==> src/rtl/bhpq_pkg.sv <==
`timescale 1ns / 1ps

package bhpq_pkg;

	// default sizes
	localparam int DEF_DEPTH     = 1024;
	localparam int DEF_KEY_WIDTH = 32;
	localparam int DEF_TAG_WIDTH = 16;
	localparam int DEF_CNT_WIDTH = $clog2(DEF_DEPTH + 1);

	// request commands
	localparam logic [1:0] OP_INSERT = 2'd0;
	localparam logic [1:0] OP_POP    = 2'd1;
	localparam logic [1:0] OP_UPDATE = 2'd2;
	localparam logic [1:0] OP_CLEAR  = 2'd3;

	// response status
	localparam logic [1:0] ST_OK       = 2'd0;
	localparam logic [1:0] ST_EMPTY    = 2'd1;
	localparam logic [1:0] ST_FULL     = 2'd2;
	localparam logic [1:0] ST_NOTFOUND = 2'd3;

	// read address sources
	localparam logic [2:0] RD_PARENT = 3'd0;
	localparam logic [2:0] RD_ROOT   = 3'd1;
	localparam logic [2:0] RD_LAST   = 3'd2;
	localparam logic [2:0] RD_KID    = 3'd3;
	localparam logic [2:0] RD_KID1   = 3'd4;
	localparam logic [2:0] RD_SCAN   = 3'd5;

	// write data sources
	localparam logic [1:0] WR_ITEM  = 2'd0;
	localparam logic [1:0] WR_RDATA = 2'd1;
	localparam logic [1:0] WR_SEL   = 2'd2;

	// controller to datapath
	typedef struct packed {
		logic       load;
		logic       cnt_inc;
		logic       cnt_dec;
		logic       cnt_clr;
		logic       pos_tail;
		logic       pos_root;
		logic       pos_parent;
		logic       pos_sel;
		logic       scan_init;
		logic       scan_step;
		logic       rd_en;
		logic [2:0] rd_src;
		logic       wr_en;
		logic [1:0] wr_src;
		logic       left_cap;
		logic       root_cap;
		logic       item_from_rd;
		logic       pair;
		logic       res_set;
		logic [1:0] res_code;
		logic       out_load;
	} bhpq_cmd_t;

	// datapath to controller
	typedef struct packed {
		logic [1:0] op;
		logic       full;
		logic       empty;
		logic       multi;
		logic       at_root;
		logic       parent_loses;
		logic       kid_out;
		logic       has_right;
		logic       item_wins;
		logic       tag_hit;
		logic       scan_done;
		logic       moved;
	} bhpq_stat_t;

endpackage

==> src/rtl/bhpq_ctrl.sv <==
`timescale 1ns / 1ps

module bhpq_ctrl
	import bhpq_pkg::*;
(
	input  logic       clk,
	input  logic       arst_n,
	input  logic       in_valid,
	output logic       in_ready,
	output logic       out_valid,
	input  logic       out_ready,
	output bhpq_cmd_t  cmd,
	input  bhpq_stat_t stat
);
	localparam logic [3:0] S_IDLE   = 4'd0;
	localparam logic [3:0] S_DECODE = 4'd1;
	localparam logic [3:0] S_UP     = 4'd2;
	localparam logic [3:0] S_UP_CMP = 4'd3;
	localparam logic [3:0] S_POP1   = 4'd4;
	localparam logic [3:0] S_POP2   = 4'd5;
	localparam logic [3:0] S_DN     = 4'd6;
	localparam logic [3:0] S_DN_L   = 4'd7;
	localparam logic [3:0] S_DN_R   = 4'd8;
	localparam logic [3:0] S_SCAN   = 4'd9;
	localparam logic [3:0] S_RESULT = 4'd10;

	logic [3:0] state_q;
	logic [3:0] state_nxt;
	logic       out_valid_q;

	always_comb begin
		cmd       = '0;
		state_nxt = state_q;
		in_ready  = 1'b0;
		case (state_q)
			S_IDLE: begin
				in_ready = 1'b1;
				if (in_valid) begin
					cmd.load  = 1'b1;
					state_nxt = S_DECODE;
				end
			end
			S_DECODE: begin
				case (stat.op)
					OP_INSERT: begin
						if (stat.full) begin
							cmd.res_set  = 1'b1;
							cmd.res_code = ST_FULL;
							state_nxt    = S_RESULT;
						end else begin
							cmd.cnt_inc  = 1'b1;
							cmd.pos_tail = 1'b1;
							state_nxt    = S_UP;
						end
					end
					OP_POP: begin
						if (stat.empty) begin
							cmd.res_set  = 1'b1;
							cmd.res_code = ST_EMPTY;
							state_nxt    = S_RESULT;
						end else begin
							cmd.rd_en  = 1'b1;
							cmd.rd_src = RD_ROOT;
							state_nxt  = S_POP1;
						end
					end
					OP_UPDATE: begin
						if (stat.empty) begin
							cmd.res_set  = 1'b1;
							cmd.res_code = ST_EMPTY;
							state_nxt    = S_RESULT;
						end else begin
							cmd.scan_init = 1'b1;
							state_nxt     = S_SCAN;
						end
					end
					default: begin
						cmd.cnt_clr  = 1'b1;
						cmd.res_set  = 1'b1;
						cmd.res_code = ST_OK;
						state_nxt    = S_RESULT;
					end
				endcase
			end
			S_UP, S_UP_CMP: begin
				if (state_q == S_UP && !stat.at_root) begin
					cmd.rd_en  = 1'b1;
					cmd.rd_src = RD_PARENT;
					state_nxt  = S_UP_CMP;
				end else if (state_q == S_UP_CMP && stat.parent_loses) begin
					cmd.wr_en      = 1'b1;
					cmd.wr_src     = WR_RDATA;
					cmd.pos_parent = 1'b1;
					state_nxt      = S_UP;
				end else if (stat.op == OP_UPDATE && !stat.moved) begin
					// updated entry stayed put, try the other direction
					state_nxt = S_DN;
				end else begin
					cmd.wr_en    = 1'b1;
					cmd.wr_src   = WR_ITEM;
					cmd.res_set  = 1'b1;
					cmd.res_code = ST_OK;
					state_nxt    = S_RESULT;
				end
			end
			S_POP1: begin
				cmd.root_cap = 1'b1;
				cmd.rd_en    = 1'b1;
				cmd.rd_src   = RD_LAST;
				state_nxt    = S_POP2;
			end
			S_POP2: begin
				cmd.item_from_rd = 1'b1;
				cmd.cnt_dec      = 1'b1;
				if (stat.multi) begin
					cmd.pos_root = 1'b1;
					state_nxt    = S_DN;
				end else begin
					cmd.res_set  = 1'b1;
					cmd.res_code = ST_OK;
					state_nxt    = S_RESULT;
				end
			end
			S_DN: begin
				if (stat.kid_out) begin
					cmd.wr_en    = 1'b1;
					cmd.wr_src   = WR_ITEM;
					cmd.res_set  = 1'b1;
					cmd.res_code = ST_OK;
					state_nxt    = S_RESULT;
				end else begin
					cmd.rd_en  = 1'b1;
					cmd.rd_src = RD_KID;
					state_nxt  = S_DN_L;
				end
			end
			S_DN_L, S_DN_R: begin
				if (state_q == S_DN_L && stat.has_right) begin
					cmd.left_cap = 1'b1;
					cmd.rd_en    = 1'b1;
					cmd.rd_src   = RD_KID1;
					state_nxt    = S_DN_R;
				end else begin
					cmd.pair = (state_q == S_DN_R);
					if (stat.item_wins) begin
						cmd.wr_en    = 1'b1;
						cmd.wr_src   = WR_ITEM;
						cmd.res_set  = 1'b1;
						cmd.res_code = ST_OK;
						state_nxt    = S_RESULT;
					end else begin
						cmd.wr_en   = 1'b1;
						cmd.wr_src  = WR_SEL;
						cmd.pos_sel = 1'b1;
						state_nxt   = S_DN;
					end
				end
			end
			S_SCAN: begin
				if (stat.tag_hit) begin
					state_nxt = S_UP;
				end else if (stat.scan_done) begin
					cmd.res_set  = 1'b1;
					cmd.res_code = ST_NOTFOUND;
					state_nxt    = S_RESULT;
				end else begin
					cmd.rd_en     = 1'b1;
					cmd.rd_src    = RD_SCAN;
					cmd.scan_step = 1'b1;
				end
			end
			S_RESULT: begin
				if (!out_valid_q || out_ready) begin
					cmd.out_load = 1'b1;
					state_nxt    = S_IDLE;
				end
			end
			default: begin
				state_nxt = S_IDLE;
			end
		endcase
	end

	always_ff @(posedge clk or negedge arst_n) begin
		if (!arst_n) begin
			state_q     <= S_IDLE;
			out_valid_q <= 1'b0;
		end else begin
			state_q <= state_nxt;
			if (cmd.out_load) begin
				out_valid_q <= 1'b1;
			end else if (out_ready) begin
				out_valid_q <= 1'b0;
			end
		end
	end

	assign out_valid = out_valid_q;
endmodule

==> config.mk <==
export PLATFORM = sky130hd
export DESIGN_NAME = bhpq_ctrl
export DESIGN_NICKNAME = d
export VERILOG_FILES = /design/src/rtl/bhpq_pkg.sv /design/src/rtl/bhpq_ctrl.sv
export SDC_FILE = /design/constraint.sdc
export NUM_CORES = 1
export LEC_CHECK = 0
export BUFFER_PORTS_ARGS = -buffer_cell sky130_fd_sc_hd__buf_4
export CORE_MARGIN = 5
export CORE_UTILIZATION = 40
export CTS_CLUSTER_DIAMETER = 120
export DETAILED_ROUTE_END_ITERATION = 12
export PLACE_DENSITY = 0.84
export SETUP_SLACK_MARGIN = 0.02
export SYNTH_ARGS = -nofsm -noshare
export SYNTH_HDL_FRONTEND = slang
export SYNTH_SLANG_ARGS = --single-unit
==> constraint.sdc <==
create_clock -name clk -period 1.57 [get_ports clk]
set_input_delay 0.157 -clock clk [delete_from_list [all_inputs] [get_ports clk]]
set_output_delay 0.157 -clock clk [all_outputs]
set_load 0.005 [all_outputs]
==> impl_metrics.ini, run 1 <==
[status]
run_status = complete, but fails checks
violated_checks = negative setup slack

[cts]
clkTransAtPathRegs_ps = 40
clock_tree.root_cell = sky130_fd_sc_hd__clkbuf_4
max-clock-path-buffers = 2
clock_sinks = 5
htree_num_levels = 1
tritoncts = done
clk_lat_worst_skew_ps = 260
cts_inserted_buffers = 3

[setup_path]
critPathCaptureType = output port
crit_path_required_time_ps = 1410
worst-setup-path-type = flip-flop to output port
timing.critical_path.arrival_ps = 1780
ff2ff_path_depth = 7
crit_path_max_fanout = 4
startpoint_type = flip-flop

[timing]
final_worst_path_period_need_ps = 1940
worst_pin_slew_ps = 281
finalSetupViolations = 26
fin_tns_setup_ps = -5530
hold_violations = 0
slew-limit-headroom_pct = 81.0
period_share_pct = 123
final_max_slew_viol_count = 0
rsz0062_at_grt = true
maximum_clock_frequency_ghz = 0.516
setup_slack_ps = -367
clock-skew-final_ps = 0.844

[placement]
port_buffer_count = 43
post-dp-hpwl_mm = 2.40
post-place-cells = 195
dpl_worst_slack_ps = -145
gp_congestion = 0.883

[pwr]
cellPowerDensity_nw_per_um2 = 1470
vdd_ir_max_mv = 1.19
leakage_uw = 0.000863

[yosys]
post-synth-top-count-cell = sky130_fd_sc_hd__nand2_1
postSynth.topFlopCell = sky130_fd_sc_hd__dfrtp_1
seq_area_frac_synth_pct = 14.9
synth_fp_nets = 138
post_synth.cell_area_avg_sq_um = 7.32
syn_area_sq_um = 842
ys_seq_elements = 5
top_area_cell_type_share_of_the_netlist_area_pct = 14.9
synth_top_cells_by_count = 10 x sky130_fd_sc_hd__nand2_1, 9 x sky130_fd_sc_hd__nor2_1, 8 x sky130_fd_sc_hd__a21oi_1
muxShareOfSynthArea_pct = 1.34
synthTopCellsByArea = sky130_fd_sc_hd__dfrtp_1 15%, sky130_fd_sc_hd__ha_1 8.9%, sky130_fd_sc_hd__a21oi_1 4.8%, sky130_fd_sc_hd__nand2_1 4.5%, sky130_fd_sc_hd__nand2b_1 4.5%
yosys.area.top_type = sky130_fd_sc_hd__dfrtp_1
synth-compound-area-share_pct = 27.6
synth_fa_ha_area_share_pct = 8.92
synth_edf_count = 0
ys_warn_count = 0
post_synth_xor_area_fraction_pct = 0
main_combinational_cell_family_by_area_after_synthesis = simple AND/OR/NAND/NOR gates
ys_async_sr_fraction_pct = 100
post_synth_inst_count = 115
synth_cell_type_count = 44
synthesized_area_fraction_occupied_by_and_or_nand_nor_cells_pct = 37.0

[die]
die_height_um = 55.9
floorplan.die_area_sq_um = 3120
ios = 44
row_count = 16
die_width_um = 55.9
initial_core_util_pct = 42.5
core_area_sq_um = 1980

[global_routing]
first_global_vias = 1256
gr-usage-all-layers_pct = 22.3
grt_max_degree = 12
antenna_violations_before_repair = 0
grt_overflow_total = 0
grt_first_pass_wirelength_mm = 5.59

[finish]
final-instance-count-excl-fill = 220
area_grow_syn2layout_pct = 111
final_nets = 217
final_core_density_pct = 89.6
fraction_of_final_layout_cells_sized_beyond_drive_strength_1_pct = 65.3
antenna_cells_inserted = 0

[worst_hold_path]
whs_path_depth = 3
hp-class = primary input to flip-flop

[routing]
drt_pre_antenna_iters = 4
initialDrtViolationCount = 47
vias = 1263
route.detailed.vias_per_inst = 5.74
remaining_drc_errors = 0
detail_route.wl_per_cell_um = 19.3
routed_wirelength_mm = 4.25
drt_antenna_net_count = 0

[job]
max_cap_viol_count = 0
==> critical path, stage by stage (launching register included) <==
cell and delay (ps):
sky130_fd_sc_hd__dfrtp_2 440, sky130_fd_sc_hd__or4b_4 590, sky130_fd_sc_hd__nor2_4 150, sky130_fd_sc_hd__a21oi_2 80, sky130_fd_sc_hd__o311ai_1 100, sky130_fd_sc_hd__buf_4 160
==> metal layers <==
metal  routed length, um  GRT usage (%)  share of wire [%]  up-vias
met4                 146           14.9                3.4        0
li1                    -              -                  -      576
met3                 316           6.96                7.4       17
met5                   0              0                  0        -
met1                1670           23.1                 39      605
met2                2120           38.2                 50       65
==> per-stage QoR <==
step                hold slack, ps  total power, uW  instance area, sq um
global placement             -38.6             1550                  1280
finish                         209             2610                  1780
CTS                            186             2130                  1550
detailed placement           -37.6             1580                  1280
global route                   230             2730                  1780
floorplan                     -139              972                   842
==> sequential cells by signal, indices dropped and copies added, names as in the netlist <==
name,flops
out_valid,1
state_q,4
==> power by group <==
group | internal [uW] | switching [uW] | total [uW] | leakage [uW]
Clock | 96.8 | 64.1 | 161 | 0.0000150
Sequential | 190 | 95.6 | 286 | 0.0000596
Combinational | 1210 | 947 | 2160 | 0.000788
Total | 1500 | 1110 | 2610 | 0.000863
==> path summary, 6_finish.rpt <==
kind | slack [ps] | endpoint | from
max | -370 | cmd[14] | state_q[3]
min | 210 | state_q[3] | stat[3]
max reg2reg | -260 | state_q[2] | state_q[3]
min reg2reg | 610 | out_valid | out_valid
max in group asynchronous | 1200 | state_q[2] | arst_n
min in group asynchronous | 250 | state_q[0] | arst_n
==> layout make-up <==
cell class / instances / area [sq um]
fillers: 86 / 206
inverters: 8 / 32.5
well taps: 27 / 33.8
clock buffers: 4 / 26.3
repair buffers: 83 / 716
multi-input cells: 93 / 837
flip-flops and latches: 5 / 130
==> cell families after synthesis <==
logic type               Yosys count
AND/OR/NAND/NOR                   51
flip-flops                         5
adder cells (fa/ha/maj)            6
AO/OA/AOI/OAI                     35
multiplexers                       1
buffers and inverters             17
==> cell usage in the layout (no fill, tap or decap), drive strengths merged, types with 2 or more instances in the layout <==
cell / synthesis / layout
nor3: 3 / 3
dfrtp: 5 / 5
clkbuf: 0 / 4
nor2b: 3 / 3
and4: 2 / 2
ha: 6 / 6
nand2b: 6 / 6
a211o: 2 / 2
nand2: 10 / 10
o22ai: 2 / 2
and2: 5 / 5
nand3: 2 / 2
a21oi: 8 / 8
a211oi: 2 / 2
inv: 8 / 8
nand4bb: 2 / 2
o21ai: 10 / 10
buf: 9 / 82
nor2: 10 / 10
nor4b: 2 / 2
==> timing repair <==
item	4_1_cts	5_1_grt
gates resized for setup	29	44
pin swaps	9	19
endpoints found under the setup margin	28	30
hold buffers	1	0
endpoints found under the hold margin	5	0
setup buffers	14	11
No activity file was read; power rests on OpenSTA's default activity.
==> inputs of run 2 (changes only) <==
MAX_ROUTING_LAYER = met4   (was not set)
SKIP_CTS_REPAIR_TIMING = 1   (was not set)
==> impl_metrics.ini, run 2 (synthesized netlist as in run 1, its figures left out) <==
[placement]
gp_congestion = 0.917
dpl_worst_slack_ps = -84.2
port_buffer_count = 43
placedInstanceArea_sq_um = 1260
post-dp-hpwl_mm = 2.33

[timing]
rsz0062_at_grt = true
clock-skew-final_ps = 10.7
fin_tns_setup_ps = -4390
final_worst_path_period_need_ps = 1940
period_share_pct = 123
worst_pin_slew_ps = 314
setup_slack_ps = -368
hold_violations = 0
finalSetupViolations = 24
final_max_slew_viol_count = 0
slew-limit-headroom_pct = 79.0
maximum_clock_frequency_ghz = 0.516

[die]
floorplan.die_area_sq_um = 3120
core_area_sq_um = 1980
initial_core_util_pct = 42.5
die_width_um = 55.9
ios = 44
die_height_um = 55.9
row_count = 16

[status]
violated_checks = negative setup slack
run_status = complete, but fails checks

[finish]
final_core_density_pct = 77.4
most-common-layout-cells = 62 x sky130_fd_sc_hd__buf_4, 9 x sky130_fd_sc_hd__nand2_1
antenna_cells_inserted = 0
area_grow_syn2layout_pct = 82.2
layout.cell_area.non_filler_sq_um = 1530
fraction_of_final_layout_cells_sized_beyond_drive_strength_1_pct = 57.2
final_nets = 204
max_flop_register = state_q
mostFrequentLayoutCell = sky130_fd_sc_hd__buf_4
register_area_sq_um = 130
largest_reg_flops = 4
multiInputGateArea_sq_um = 766
fillerInstances = 131

[global_routing]
gr-usage-all-layers_pct = 18.5
first_global_vias = 1099
grt_first_pass_wirelength_mm = 4.73
antenna_violations_before_repair = 0
grt_overflow_total = 0
grt_max_degree = 14

[setup_path]
critPathSlowestCell = sky130_fd_sc_hd__dfrtp_2
crit-reg2reg-launch = state_q[2]
startpoint_type = flip-flop
critPathBufInv = 2
critPathCaptureType = output port
crit_path_required_time_ps = 1410
path_delay_family = compound AO/OA/AOI/OAI gates
crit_path_max_fanout = 8
worst_r2r_endpoint = state_q[2]
timing.critical_path.arrival_ps = 1780
critPathMaxStageDelay_ps = 470
ff2ff_path_depth = 6
worst-setup-path-type = flip-flop to output port
rrSetupSlack_ps = -140
cp_cell_instances = buf_6 -> nand2b_1 -> a211oi_2 -> a22oi_2 -> o2111ai_1 -> buf_4

[routing]
drt_pre_antenna_iters = 4
detail_route.wl_per_cell_um = 17.8
remaining_drc_errors = 0
initialDrtViolationCount = 63
vias = 1223
routed_wirelength_mm = 3.68
route.detailed.vias_per_inst = 5.91
drt_antenna_net_count = 0

[pwr]
vdd_ir_max_mv = 1.28
p_int_uw = 1220
leakage_uw = 0.000762
switching_share_pct = 44.4
p_sw_uw = 976
report.power.total_uw = 2200
clock_power_share_pct = 7.3
combinationalPowerShare_pct = 80.1
share_seq_of_total_power_pct = 12.6
cellPowerDensity_nw_per_um2 = 1430

[cts]
htree_num_levels = 1
max-clock-path-buffers = 2
clock_tree.root_cell = sky130_fd_sc_hd__clkbuf_4
clk_lat_worst_skew_ps = 260
clkTransAtPathRegs_ps = 50
cts_inserted_buffers = 3
tritoncts = done
clock_sinks = 5

[worst_hold_path]
worstHoldEndpoint = out_valid
whs_path_depth = 3
hp-class = primary input to flip-flop
hold_path.startpoint = out_ready

[job]
max_cap_viol_count = 0
## run 2: cell count changes in the layout (fill, tap and decap cells not counted), sizes merged
| cell | before | now |
|---|---|---|
| buf | 82 | 69 |
## run 2: worst min-delay path, delay by kind of cell
| family | cells | cell delay (ps) |
|---|---|---|
| buffers and inverters | 1 | 70 |
| AND/OR/NAND/NOR | 2 | 200 |
## run 2: worst max-delay path by stage
stage / slack, ps / to / startpoint / cells after the start
global placement: -50 / cmd[3] / state_q[0] / 6
global route: -430 / cmd[3] / state_q[0] / 6
CTS: -350 / cmd[3] / state_q[0] / 6
floorplan: 60 / state_q[1] / state_q[0] / 5
finish: -370 / cmd[3] / state_q[0] / 6
detailed placement: -80 / state_q[1] / state_q[0] / 5
## run 2: power groups by stage
stage          clock, uW  combinational [uW]  sequential (uW)
3_5_place_dp           0                1280              254
3_3_place_gp           0                1260              247
6_report             160                1760              276
2_1_floorplan          0                 755              217
5_1_grt              169                1860              285
4_1_cts              155                1290              251
## run 2: per-stage QoR
step / std cells / hold WS (ps)
6_report: 207 / 207
3_5_place_dp: 192 / -37.8
5_1_grt: 207 / 236
2_1_floorplan: 115 / -139
3_3_place_gp: 192 / -38.0
4_1_cts: 196 / -299
## run 2: final cells by class
class / count / share of cell area, %
multi-input cells: 93 / 49.9
clock buffers: 4 / 1.71
inverters: 8 / 1.96
flip-flops and latches: 5 / 8.48
well taps: 27 / 2.20
repair buffers: 70 / 35.7
## run 2: per-layer routing
metal / track usage (%) / routed length, um / up-vias / share of wire (%)
li1: - / - / 546 / -
met1: 20.6 / 1360 / 551 / 37
met2: 32.4 / 1850 / 104 / 50
met3: 4.64 / 341 / 22 / 9.3
met4: 5.76 / 138 / 0 / 3.7
met5: - / 0 / - / 0
